File: src/mad_pkg.sv
// Shared types, constants and saturation helper for the modulated allpass delay.
package mad_pkg;

  // Field widths fixed by the sample and control formats
  localparam int SAMPLE_W   = 24;
  localparam int LFO_W      = 21;
  localparam int TARGET_W   = 22;
  localparam int GAIN_W     = 16;
  localparam int SMOOTH_W   = 38;
  localparam int PROD_W     = 40;

  // Configuration port
  localparam int CFG_IDX_W  = 2;
  localparam int CFG_DATA_W = 22;
  localparam logic [CFG_IDX_W-1:0] CFG_TARGET_DELAY  = 2'd0;
  localparam logic [CFG_IDX_W-1:0] CFG_FEEDBACK_GAIN = 2'd1;

  // One-pole smoother coefficients, Q0.16
  localparam logic [15:0] SMOOTH_KEEP = 16'd65503;
  localparam logic [15:0] SMOOTH_TAKE = 16'd33;

  // The integer delay lies strictly inside (-WHOLE_MAX, WHOLE_MAX)
  localparam int WHOLE_MAX  = 20480;

  // Tap arithmetic: biased index width and reciprocal shift
  localparam int TAP_CALC_W = 18;
  localparam int RECIP_SH   = 18;

  localparam logic signed [SAMPLE_W-1:0] SAMPLE_MAX = 24'sh7FFFFF;
  localparam logic signed [SAMPLE_W-1:0] SAMPLE_MIN = 24'sh800000;

  // Datapath commands, one per controller step
  typedef struct packed {
    logic load_in;
    logic smooth;
    logic calc_off;
    logic calc_quot;
    logic calc_tap;
    logic mem_rd;
    logic mul_d;
    logic write_w;
    logic mul_w;
    logic load_out;
  } mad_cmd_t;

  // Clamp a 26-bit signed value to the 24-bit sample range
  function automatic logic signed [SAMPLE_W-1:0] sat24(input logic signed [25:0] v);
    logic signed [SAMPLE_W-1:0] res;
    if (v > 26'(SAMPLE_MAX)) begin
      res = SAMPLE_MAX;
    end else if (v < 26'(SAMPLE_MIN)) begin
      res = SAMPLE_MIN;
    end else begin
      res = v[SAMPLE_W-1:0];
    end
    return res;
  endfunction

endpackage

File: src/mad_ctrl.sv
// Step sequencer for the modulated allpass delay.
module mad_ctrl (
  input  logic              clk,
  input  logic              rst_n,
  input  logic              in_valid,
  output logic              in_stall,
  output logic              out_valid,
  input  logic              out_stall,
  output mad_pkg::mad_cmd_t cmd_o
);
  import mad_pkg::*;

  typedef enum logic [3:0] {
    ST_IDLE,
    ST_SMOOTH,
    ST_OFFS,
    ST_QUOT,
    ST_TAP,
    ST_READ,
    ST_MULD,
    ST_WRW,
    ST_MULW,
    ST_OUT
  } state_t;

  state_t state_r;
  logic   out_valid_r;
  logic   out_free;
  logic   accept;

  assign in_stall  = (state_r != ST_IDLE);
  assign out_valid = out_valid_r;
  assign accept    = in_valid && (state_r == ST_IDLE);
  assign out_free  = !out_valid_r || !out_stall;

  // Decode the step into datapath commands
  always_comb begin
    cmd_o           = '0;
    cmd_o.load_in   = accept;
    cmd_o.smooth    = (state_r == ST_SMOOTH);
    cmd_o.calc_off  = (state_r == ST_OFFS);
    cmd_o.calc_quot = (state_r == ST_QUOT);
    cmd_o.calc_tap  = (state_r == ST_TAP);
    cmd_o.mem_rd    = (state_r == ST_READ);
    cmd_o.mul_d     = (state_r == ST_MULD);
    cmd_o.write_w   = (state_r == ST_WRW);
    cmd_o.mul_w     = (state_r == ST_MULW);
    cmd_o.load_out  = (state_r == ST_OUT) && out_free;
  end

  // Advance the sequence and track the output word
  always_ff @(posedge clk) begin
    if (!rst_n) begin
      state_r     <= ST_IDLE;
      out_valid_r <= 1'b0;
    end else begin
      // Raise the word when the last step completes, drop it once taken
      if ((state_r == ST_OUT) && out_free) begin
        out_valid_r <= 1'b1;
      end else if (out_valid_r && !out_stall) begin
        out_valid_r <= 1'b0;
      end
      case (state_r)
        ST_IDLE:   if (accept) state_r <= ST_SMOOTH;
        ST_SMOOTH: state_r <= ST_OFFS;
        ST_OFFS:   state_r <= ST_QUOT;
        ST_QUOT:   state_r <= ST_TAP;
        ST_TAP:    state_r <= ST_READ;
        ST_READ:   state_r <= ST_MULD;
        ST_MULD:   state_r <= ST_WRW;
        ST_WRW:    state_r <= ST_MULW;
        ST_MULW:   state_r <= ST_OUT;
        ST_OUT:    if (out_free) state_r <= ST_IDLE;
        default:   state_r <= ST_IDLE;
      endcase
    end
  end

  // A new result never overwrites an undelivered word
  a_no_overwrite: assert property (@(posedge clk) disable iff (!rst_n)
    cmd_o.load_out |-> (!out_valid_r || !out_stall))
    else $error("result loaded over an undelivered word");

  // An accepted word starts the sequence
  a_accept_starts: assert property (@(posedge clk) disable iff (!rst_n)
    accept |=> (state_r == ST_SMOOTH))
    else $error("accepted word did not start the sequence");

  // At most one datapath step per cycle
  a_one_step: assert property (@(posedge clk) disable iff (!rst_n)
    $onehot0(cmd_o))
    else $error("more than one datapath step issued");

endmodule

File: config.mk
export PLATFORM = sky130hd
export DESIGN_NAME = mad_ctrl
export DESIGN_NICKNAME = d
export VERILOG_FILES = /design/src/mad_pkg.sv /design/src/mad_ctrl.sv
export SDC_FILE = /design/constraint.sdc
export NUM_CORES = 1
export LEC_CHECK = 0
export ABC_AREA = 1
export BUFFER_PORTS_ARGS = -buffer_cell sky130_fd_sc_hd__buf_2
export CAP_MARGIN = 20
export CORE_AREA = 2 2 39 41
export CTS_BUF_LIST = sky130_fd_sc_hd__clkbuf_2
export DETAILED_ROUTE_END_ITERATION = 12
export DIE_AREA = 0 0 41 43
export GPL_TIMING_DRIVEN = 0
export PLACE_DENSITY = 0.43
export REMOVE_ABC_BUFFERS = 1
export SLEW_MARGIN = 20
export SYNTH_ARGS = -nofsm -noshare
export SYNTH_HDL_FRONTEND = slang
export SYNTH_SLANG_ARGS = --single-unit
File: constraint.sdc
create_clock -name clk -period 1 [get_ports clk]
set_input_delay 0.05 -clock clk [delete_from_list [all_inputs] [get_ports clk]]
set_output_delay 0.05 -clock clk [all_outputs]
set_load 0.01 [all_outputs]
==> results of run 1 <==
==> tightest hold or removal path, stage by stage <==
cell,delay [ns]
sky130_fd_sc_hd__buf_2,0.10
sky130_fd_sc_hd__nand2_1,0.06
sky130_fd_sc_hd__nor2_1,0.04
==> cell type report <==
type	count	area, µm²	area share [%]
timing repair buffer	20	129	23.6
sequential	5	115	21.1
tap	16	20.0	3.66
inverter	11	46.3	8.47
multi-input combinational	33	216	39.6
clock buffer	4	20.0	3.66
==> flip-flops by register name (all words and copies together) (netlist names) <==
signal,cells
out_valid,1
state_r,4
==> layer usage <==
layer  global-route usage [%]  up-vias  wire [µm]
li1                         -      199          -
met1                     14.1      169        314
met2                     17.5       16        438
met3                     1.57        4         40
met4                     12.0        0         29
met5                        0        -          0
==> stage by stage <==
step | TNS, ns | setup WS (ns) | hold slack, ns | utilization (%)
final | -0.897 | -0.0975 | 0.0649 | 39.5
after detailed placement | -0.0460 | -0.0315 | 0.307 | 28.8
after global routing | -1.97 | -0.195 | 0.0892 | 39.5
after CTS | -0.998 | -0.129 | 0.0573 | 38.4
after global placement | -0.0413 | -0.0250 | 0.296 | 28.8
after floorplan | 0 | 0.0560 | 0.177 | -
==> layout by cell type (no fill, tap or decap) <==
master / instances
sky130_fd_sc_hd__dfxtp_4: 4
sky130_fd_sc_hd__inv_2: 2
sky130_fd_sc_hd__nor2_1: 7
sky130_fd_sc_hd__buf_6: 3
sky130_fd_sc_hd__buf_2: 13
sky130_fd_sc_hd__nand3_2: 1
sky130_fd_sc_hd__nand3_1: 2
sky130_fd_sc_hd__a21oi_1: 4
sky130_fd_sc_hd__clkbuf_2: 4
sky130_fd_sc_hd__nor3_2: 3
sky130_fd_sc_hd__inv_6: 1
sky130_fd_sc_hd__nand2_1: 4
sky130_fd_sc_hd__buf_4: 4
sky130_fd_sc_hd__dfxtp_1: 1
sky130_fd_sc_hd__nor2_4: 6
sky130_fd_sc_hd__inv_1: 8
sky130_fd_sc_hd__nor4_1: 1
sky130_fd_sc_hd__nand2_2: 5
==> worst max path at each step <==
| stage | slack (ns) | cells after the start | end |
|---|---|---|---|
| final | -0.1 | 4 | cmd_o[1] |
| after global routing | -0.20 | 5 | cmd_o[0] |
| after CTS | -0.13 | 5 | cmd_o[0] |
| after detailed placement | -0.03 | 5 | cmd_o[0] |
| after global placement | -0.03 | 5 | cmd_o[0] |
| after floorplan | 0.06 | 5 | state_r[3] |
==> power groups by stage <==
stage	clock, W	sequential [W]	combinational [W]
6_report	0.000192	0.000249	0.000237
5_1_grt	0.000210	0.000251	0.000268
4_1_cts	0.000201	0.000246	0.000230
3_5_place_dp	0	0.000243	0.000160
3_3_place_gp	0	0.000243	0.000161
2_1_floorplan	0	0.000236	0.000111
==> cells in the mapped netlist <==
master                    instances
sky130_fd_sc_hd__nor2_1           9
sky130_fd_sc_hd__nand3_1          2
sky130_fd_sc_hd__nand2_1          8
sky130_fd_sc_hd__dfxtp_1          5
sky130_fd_sc_hd__buf_4            1
sky130_fd_sc_hd__nor4_1           1
sky130_fd_sc_hd__nand3_2          1
sky130_fd_sc_hd__inv_1           11
sky130_fd_sc_hd__nor2_4           1
sky130_fd_sc_hd__a21oi_1          4
sky130_fd_sc_hd__nor2_2           3
sky130_fd_sc_hd__nor3_1           3
sky130_fd_sc_hd__nand2_2          1
==> logic make-up (layout without fill, tap and decap cells) <==
group | after synthesis | after routing | synth area share, %
simple gates | 29 | 29 | 45.6
flops | 5 | 5 | 32.3
compound gates | 4 | 4 | 6.45
buf+inv | 12 | 35 | 15.7
==> repair_timing <==
action,in CTS,in global routing
hold buffers,0,0
endpoints found under the hold margin,0,0
endpoints found under the setup margin,13,13
gates resized for setup,26,4
setup buffers,5,0
pin swaps,8,5
==> metrics.txt, run 1 <==
# TYPE chip_impl_metric gauge
chip_impl_metric{name="fillcell_total",unit=""} 156
chip_impl_metric{name="via_count",unit=""} 388
chip_impl_metric{name="gp_routability_congestion",unit=""} 0.704
chip_impl_info{name="reg_to_reg_start",value="state_r[0]"} 1
chip_impl_metric{name="grt_first_pass_wirelength",unit="mm"} 1.42
chip_impl_metric{name="portBuffers",unit=""} 15
chip_impl_metric{name="holdPathStages",unit=""} 3
chip_impl_metric{name="finalPower",unit="W"} 0.000679
chip_impl_metric{name="static-leakage-power",unit="nW"} 0.293
chip_impl_metric{name="layout.cells.non_filler",unit=""} 89
chip_impl_info{name="synth.area.top_cells",value="sky130_fd_sc_hd__dfxtp_1, sky130_fd_sc_hd__inv_1, sky130_fd_sc_hd__nor2_1"} 1
chip_impl_metric{name="grt_start_max_net_pins",unit=""} 6
chip_impl_metric{name="sequentialPowerShare",unit="%"} 36.7
chip_impl_metric{name="setup_viol_count_final",unit=""} 12
chip_impl_metric{name="initial_util",unit="%"} 22.4
chip_impl_metric{name="total_iterations_of_the_first_detailed_routing_run",unit=""} 4
chip_impl_metric{name="dpl_cell_area",unit="µm²"} 398
chip_impl_metric{name="timing.reg2reg.setup_slack",unit="ns"} -0.04
chip_impl_metric{name="finalCriticalPeriod",unit="ns"} 1.10
chip_impl_info{name="run_status",value="finished with violations"} 1
chip_impl_metric{name="drt_iter0_markers",unit=""} 5
chip_impl_metric{name="netSwitchingPower",unit="W"} 0.000248
chip_impl_info{name="hold_class",value="in -> reg"} 1
chip_impl_metric{name="synth-seq-cells",unit=""} 5
chip_impl_metric{name="total_number_of_yosys_warnings",unit=""} 0
chip_impl_metric{name="netSwitchingFraction",unit="%"} 36.5
chip_impl_metric{name="finalNetCount",unit=""} 78
chip_impl_info{name="critical_path.endpoint_type",value="output pin"} 1
chip_impl_info{name="worst_hold_path.endpoint",value="state_r[0]"} 1
chip_impl_info{name="hold_path.startpoint",value="rst_n"} 1
chip_impl_info{name="failing_checks",value="negative setup slack"} 1
chip_impl_metric{name="critical_path_required",unit="ns"} 0.95
chip_impl_info{name="tritoncts_clock_tree",value="built"} 1
chip_impl_info{name="rr_endpoint",value="state_r[0]"} 1
chip_impl_metric{name="core_footprint",unit="mm²"} 0.00138
chip_impl_metric{name="clk-insertion-delay-late",unit="ns"} 0.22
chip_impl_metric{name="fp-row-count",unit=""} 14
chip_impl_metric{name="crit_buf_inv",unit=""} 1
chip_impl_metric{name="route.final.wire_length",unit="µm"} 822
chip_impl_info{name="cp_cell_sequence",value="nor2_4 > nand2_2 > nor2_4 > buf_6"} 1
chip_impl_metric{name="final_max_slew_viol_count",unit=""} 0
chip_impl_metric{name="postLayoutCellArea",unit="µm²"} 547
chip_impl_info{name="grt_setup_unrepaired",value="true"} 1
chip_impl_metric{name="power.share.clock",unit="%"} 28.3
chip_impl_metric{name="cts_buffers",unit=""} 3
chip_impl_metric{name="num_antenna_cells",unit=""} 0
chip_impl_metric{name="worst-r2r-cell-count",unit=""} 8
chip_impl_info{name="synth_area_leader_cell",value="sky130_fd_sc_hd__dfxtp_1"} 1
chip_impl_metric{name="clk_pin_slew_worst_paths",unit="ns"} 0.05
chip_impl_info{name="cell_family_contributing_the_most_delay_on_the_critical_path",value="flip-flops"} 1
chip_impl_metric{name="ys_types",unit=""} 13
chip_impl_metric{name="slew_headroom",unit="%"} 86.5
chip_impl_metric{name="die_footprint",unit="mm²"} 0.00176
chip_impl_metric{name="clock-sinks",unit=""} 5
chip_impl_metric{name="post-dp-hpwl",unit="µm"} 572
chip_impl_metric{name="drt_drc_violations_left",unit=""} 0
chip_impl_metric{name="syn-instance-count",unit=""} 50
chip_impl_info{name="crit_path_start_kind",value="flop"} 1
chip_impl_metric{name="detail_route.vias_per_cell",unit=""} 4.36
chip_impl_metric{name="dp_cells",unit=""} 80
chip_impl_metric{name="global_route.usage.total",unit="%"} 12.1
chip_impl_metric{name="achievable-frequency",unit="MHz"} 911
chip_impl_info{name="crit_start",value="state_r[0]"} 1
chip_impl_metric{name="comb_power_share",unit="%"} 34.9
chip_impl_metric{name="synthesis.area",unit="µm²"} 310
chip_impl_metric{name="area.growth.synth_to_final",unit="%"} 76.2
chip_impl_metric{name="syn_avg_cell_area",unit="µm²"} 6.21
chip_impl_metric{name="crit_path_max_fo",unit=""} 5
chip_impl_metric{name="die_h",unit="µm"} 43
chip_impl_metric{name="seq_area_frac_synth",unit="%"} 32.3
chip_impl_metric{name="detail-route-antenna-nets",unit=""} 0
chip_impl_metric{name="grt_overflow",unit=""} 0
chip_impl_metric{name="number_of_max_capacitance_violations_reported",unit=""} 0
chip_impl_info{name="root_buffer",value="sky130_fd_sc_hd__clkbuf_2"} 1
chip_impl_metric{name="yosys.area.top_type_share",unit="%"} 32.3
chip_impl_metric{name="die_width",unit="µm"} 41
chip_impl_info{name="slowest_stage_cell_crit_path",value="sky130_fd_sc_hd__dfxtp_4"} 1
chip_impl_metric{name="via_count_of_the_first_global_routing_pass",unit=""} 357
chip_impl_metric{name="timing.final.crit_share",unit="%"} 110
chip_impl_metric{name="finalWorstSetupSlack",unit="ns"} -0.0975
chip_impl_metric{name="cp_data_arrival_time",unit="ns"} 1.05
chip_impl_metric{name="number_of_antenna_violations_at_the_first_check_in_global_routing",unit=""} 0
chip_impl_metric{name="worst_pin_slew",unit="ns"} 0.201
chip_impl_metric{name="htree_num_levels",unit=""} 1
chip_impl_metric{name="cell_internal_pwr",unit="W"} 0.000431
chip_impl_metric{name="power-per-cell-area",unit="mW/mm²"} 1240
chip_impl_metric{name="fin_skew",unit="ns"} 0.00612
chip_impl_metric{name="ios",unit=""} 16
chip_impl_info{name="critPathKind",value="reg -> out"} 1
chip_impl_metric{name="timing_hold_violations_final",unit=""} 0
chip_impl_metric{name="wl_per_cell",unit="µm"} 9.24
chip_impl_metric{name="slowest_stage_delay_cp",unit="ns"} 0.37
chip_impl_metric{name="ir_worst_vdd",unit="mV"} 0.512
chip_impl_metric{name="final_layout_size_suffix_gt1_share",unit="%"} 63.0
chip_impl_metric{name="cts_max_path_buffers",unit=""} 2
chip_impl_info{name="worst_path_most_repeated_cell",value="sky130_fd_sc_hd__nor2_4"} 1
(Power assumes the default switching activity.)
==> run 2: changes to the inputs <==
--- a/config.mk
+++ b/config.mk
@@ -9,7 +9,7 @@
 export BUFFER_PORTS_ARGS = -buffer_cell sky130_fd_sc_hd__buf_2
 export CAP_MARGIN = 20
 export CORE_AREA = 2 2 39 41
-export CTS_BUF_LIST = sky130_fd_sc_hd__clkbuf_2
+export CTS_BUF_LIST = sky130_fd_sc_hd__clkbuf_4 sky130_fd_sc_hd__clkbuf_8
 export DETAILED_ROUTE_END_ITERATION = 12
 export DIE_AREA = 0 0 41 43
 export GPL_TIMING_DRIVEN = 0
==> run 2 against run 1 <==
  * Die area unchanged
  * Largest cell class unchanged
  * Sequential share of layout area decreased by 0.52 points
  * First-iteration DRC count decreased by 100%
  * Critical path type unchanged
  * The run still ends with negative setup slack left
  * Final cell count unchanged
  * Design area increased by 2.5%
  * Fmax decreased by 1.6%
  * Combinational power increased by 2%
  * Clock skew decreased by 0.0050 ns
  * Sequential power about the same
  * Via count decreased by 4.1%
  * Utilization increased by 0.99 points
  * Routed wire length decreased by 0.24%
==> metrics.txt, run 2 (synthesis results as in run 1) <==
# TYPE chip_impl_metric gauge
chip_impl_info{name="cell_family_contributing_the_most_delay_on_the_critical_path",value="flip-flops"} 1
chip_impl_metric{name="finalWorstSetupSlack",unit="ns"} -0.115
chip_impl_metric{name="die_h",unit="µm"} 43
chip_impl_info{name="critical_path.endpoint_type",value="output pin"} 1
chip_impl_metric{name="dpl_cell_area",unit="µm²"} 398
chip_impl_metric{name="post-dp-hpwl",unit="µm"} 572
chip_impl_metric{name="ios",unit=""} 16
chip_impl_metric{name="cts_buffers",unit=""} 3
chip_impl_metric{name="postLayoutCellArea",unit="µm²"} 561
chip_impl_info{name="tritoncts_clock_tree",value="built"} 1
chip_impl_metric{name="setup_viol_count_final",unit=""} 13
chip_impl_metric{name="dp_worst_setup_slack",unit="ns"} -0.0315
chip_impl_metric{name="timing.final.crit_share",unit="%"} 111
chip_impl_metric{name="achievable-frequency",unit="MHz"} 897
chip_impl_metric{name="num_antenna_cells",unit=""} 0
chip_impl_metric{name="detail-route-antenna-nets",unit=""} 0
chip_impl_info{name="worst_hold_path.endpoint",value="state_r[0]"} 1
chip_impl_metric{name="timing_hold_violations_final",unit=""} 0
chip_impl_metric{name="clk-insertion-delay-late",unit="ns"} 0.24
chip_impl_metric{name="fillcell_total",unit=""} 149
chip_impl_metric{name="grt_first_pass_wirelength",unit="mm"} 1.43
chip_impl_info{name="failing_checks",value="negative setup slack"} 1
chip_impl_info{name="layout.cells.most_common",value="sky130_fd_sc_hd__buf_2"} 1
chip_impl_metric{name="clk_pin_slew_worst_paths",unit="ns"} 0.04
chip_impl_info{name="hold_class",value="in -> reg"} 1
chip_impl_metric{name="ff_latch_area",unit="µm²"} 115
chip_impl_info{name="mostFrequentLayoutCells",value="sky130_fd_sc_hd__buf_2, sky130_fd_sc_hd__inv_1, sky130_fd_sc_hd__nor2_1, sky130_fd_sc_hd__nor2_4, sky130_fd_sc_hd__nand2_2"} 1
chip_impl_metric{name="clock-sinks",unit=""} 5
chip_impl_info{name="hold_path.startpoint",value="rst_n"} 1
chip_impl_metric{name="fin_skew",unit="ns"} 0.00115
chip_impl_info{name="root_buffer",value="sky130_fd_sc_hd__clkbuf_4"} 1
chip_impl_metric{name="static-leakage-power",unit="nW"} 0.296
chip_impl_metric{name="detail_route.vias_per_cell",unit=""} 4.18
chip_impl_metric{name="cp_data_arrival_time",unit="ns"} 1.06
chip_impl_metric{name="via_count",unit=""} 372
chip_impl_metric{name="timing.reg2reg.setup_slack",unit="ns"} -0.04
chip_impl_metric{name="number_of_max_capacitance_violations_reported",unit=""} 0
chip_impl_metric{name="power-per-cell-area",unit="mW/mm²"} 1340
chip_impl_info{name="register_bank_with_the_most_flops",value="state_r"} 1
chip_impl_metric{name="drt_iter0_markers",unit=""} 0
chip_impl_metric{name="via_count_of_the_first_global_routing_pass",unit=""} 369
chip_impl_info{name="cp_cell_sequence",value="inv_2 > nor2_4 > inv_1 > nor2_1 > buf_2"} 1
chip_impl_metric{name="finalNetCount",unit=""} 78
chip_impl_info{name="grt_setup_unrepaired",value="true"} 1
chip_impl_metric{name="number_of_antenna_violations_at_the_first_check_in_global_routing",unit=""} 0
chip_impl_metric{name="holdPathStages",unit=""} 3
chip_impl_metric{name="number_of_buffers_inserted_for_hold_repair_after_clock_tree_synthesis",unit=""} 0
chip_impl_metric{name="critical_path_required",unit="ns"} 0.95
chip_impl_metric{name="ir_worst_vdd",unit="mV"} 0.507
chip_impl_metric{name="die_width",unit="µm"} 41
chip_impl_metric{name="area_of_combinational_cells_with_multiple_inputs",unit="µm²"} 216
chip_impl_metric{name="grt_overflow",unit=""} 0
chip_impl_metric{name="cts_max_path_buffers",unit=""} 2
chip_impl_info{name="reg_to_reg_start",value="state_r[0]"} 1
chip_impl_metric{name="worst_pin_slew",unit="ns"} 0.199
chip_impl_metric{name="initial_util",unit="%"} 22.4
chip_impl_metric{name="crit_path_max_fo",unit=""} 5
chip_impl_metric{name="slowest_stage_delay_cp",unit="ns"} 0.38
chip_impl_info{name="slowest_stage_cell_crit_path",value="sky130_fd_sc_hd__dfxtp_4"} 1
chip_impl_metric{name="slew_headroom",unit="%"} 86.6
chip_impl_metric{name="finalCriticalPeriod",unit="ns"} 1.11
chip_impl_metric{name="gp_routability_congestion",unit=""} 0.704
chip_impl_metric{name="crit_buf_inv",unit=""} 3
chip_impl_metric{name="final_max_slew_viol_count",unit=""} 0
chip_impl_metric{name="wl_per_cell",unit="µm"} 9.21
chip_impl_metric{name="final_layout_size_suffix_gt1_share",unit="%"} 63.0
chip_impl_metric{name="portBuffers",unit=""} 15
chip_impl_metric{name="grt_start_max_net_pins",unit=""} 6
chip_impl_metric{name="fp-row-count",unit=""} 14
chip_impl_metric{name="route.final.wire_length",unit="µm"} 820
chip_impl_metric{name="global_route.usage.total",unit="%"} 11.7
chip_impl_metric{name="worst-r2r-cell-count",unit=""} 8
chip_impl_metric{name="largest_register_ffs",unit=""} 4
chip_impl_info{name="rr_endpoint",value="state_r[0]"} 1
chip_impl_metric{name="total_iterations_of_the_first_detailed_routing_run",unit=""} 1
chip_impl_metric{name="core_footprint",unit="mm²"} 0.00138
chip_impl_info{name="crit_path_start_kind",value="flop"} 1
chip_impl_metric{name="htree_num_levels",unit=""} 1
chip_impl_info{name="run_status",value="finished with violations"} 1
chip_impl_metric{name="area.growth.synth_to_final",unit="%"} 80.6
chip_impl_metric{name="die_footprint",unit="mm²"} 0.00176
chip_impl_info{name="critPathKind",value="reg -> out"} 1
chip_impl_metric{name="drt_drc_violations_left",unit=""} 0
run 2: cell counts in the layout (fill, tap and decap cells not counted):
No cell type changed its count.
run 2: repair_timing:
item / CTS / global route
endpoints found under the hold margin: 0 / 0
resized for setup: 26 / 5
pin swaps: 8 / 7
setup buffers: 5 / 0
endpoints found under the setup margin: 12 / 13
run 2: area by class of cell:
class	count	share of cell area, %
Multi-Input combinational cell	33	38.6
Clock buffer	4	5.36
Sequential cell	5	20.5
Timing Repair Buffer	20	23.7
Tap cell	16	3.57
Inverter	11	8.26
run 2: worst min-delay path, stage by stage:
cell and delay [ns]:
sky130_fd_sc_hd__buf_2 0.11, sky130_fd_sc_hd__nand2_1 0.06, sky130_fd_sc_hd__nor2_1 0.03
run 2: worst max-delay path by stage:
stage,from,end,slack (ns),cells past startpoint
floorplan,state_r[3],state_r[3],0.06,5
global placement,state_r[0],cmd_o[0],-0.03,5
detailed placement,state_r[0],cmd_o[0],-0.03,5
CTS,state_r[0],cmd_o[0],-0.14,5
global route,state_r[0],cmd_o[0],-0.20,5
finish,state_r[0],cmd_o[4],-0.11,5
run 2: where the power goes:
part	leakage [nW]	switching, W	total (W)	internal, W
Clock	0.0184	0.0000851	0.000263	0.000178
Combinational	0.234	0.000127	0.000241	0.000113
Sequential	0.0436	0.0000335	0.000248	0.000215
Total	0.296	0.000246	0.000752	0.000506
run 2: per-layer routing:
metal / part of all wire (%) / track usage (%) / wire [µm] / up-vias
met5: 0 / 0 / 0 / -
met4: 0 / 8.00 / 0 / 0
met3: 2.8 / 1.57 / 23 / 0
met2: 60 / 18.8 / 490 / 7
li1: - / - / - / 202
met1: 37 / 13.5 / 306 / 163
run 2: stage by stage:
| stage | setup TNS [ns] | hold slack, ns | std cells | util [%] | total power (W) |
|---|---|---|---|---|---|
| floorplan | 0 | 0.177 | 49 | - | 0.000347 |
| global placement | -0.0413 | 0.296 | 80 | 28.8 | 0.000404 |
| detailed placement | -0.0460 | 0.307 | 80 | 28.8 | 0.000403 |
| CTS | -1.09 | 0.0431 | 89 | 39.2 | 0.000749 |
| global route | -2.04 | 0.0612 | 89 | 40.5 | 0.000805 |
| finish | -1.03 | 0.0404 | 89 | 40.5 | 0.000752 |
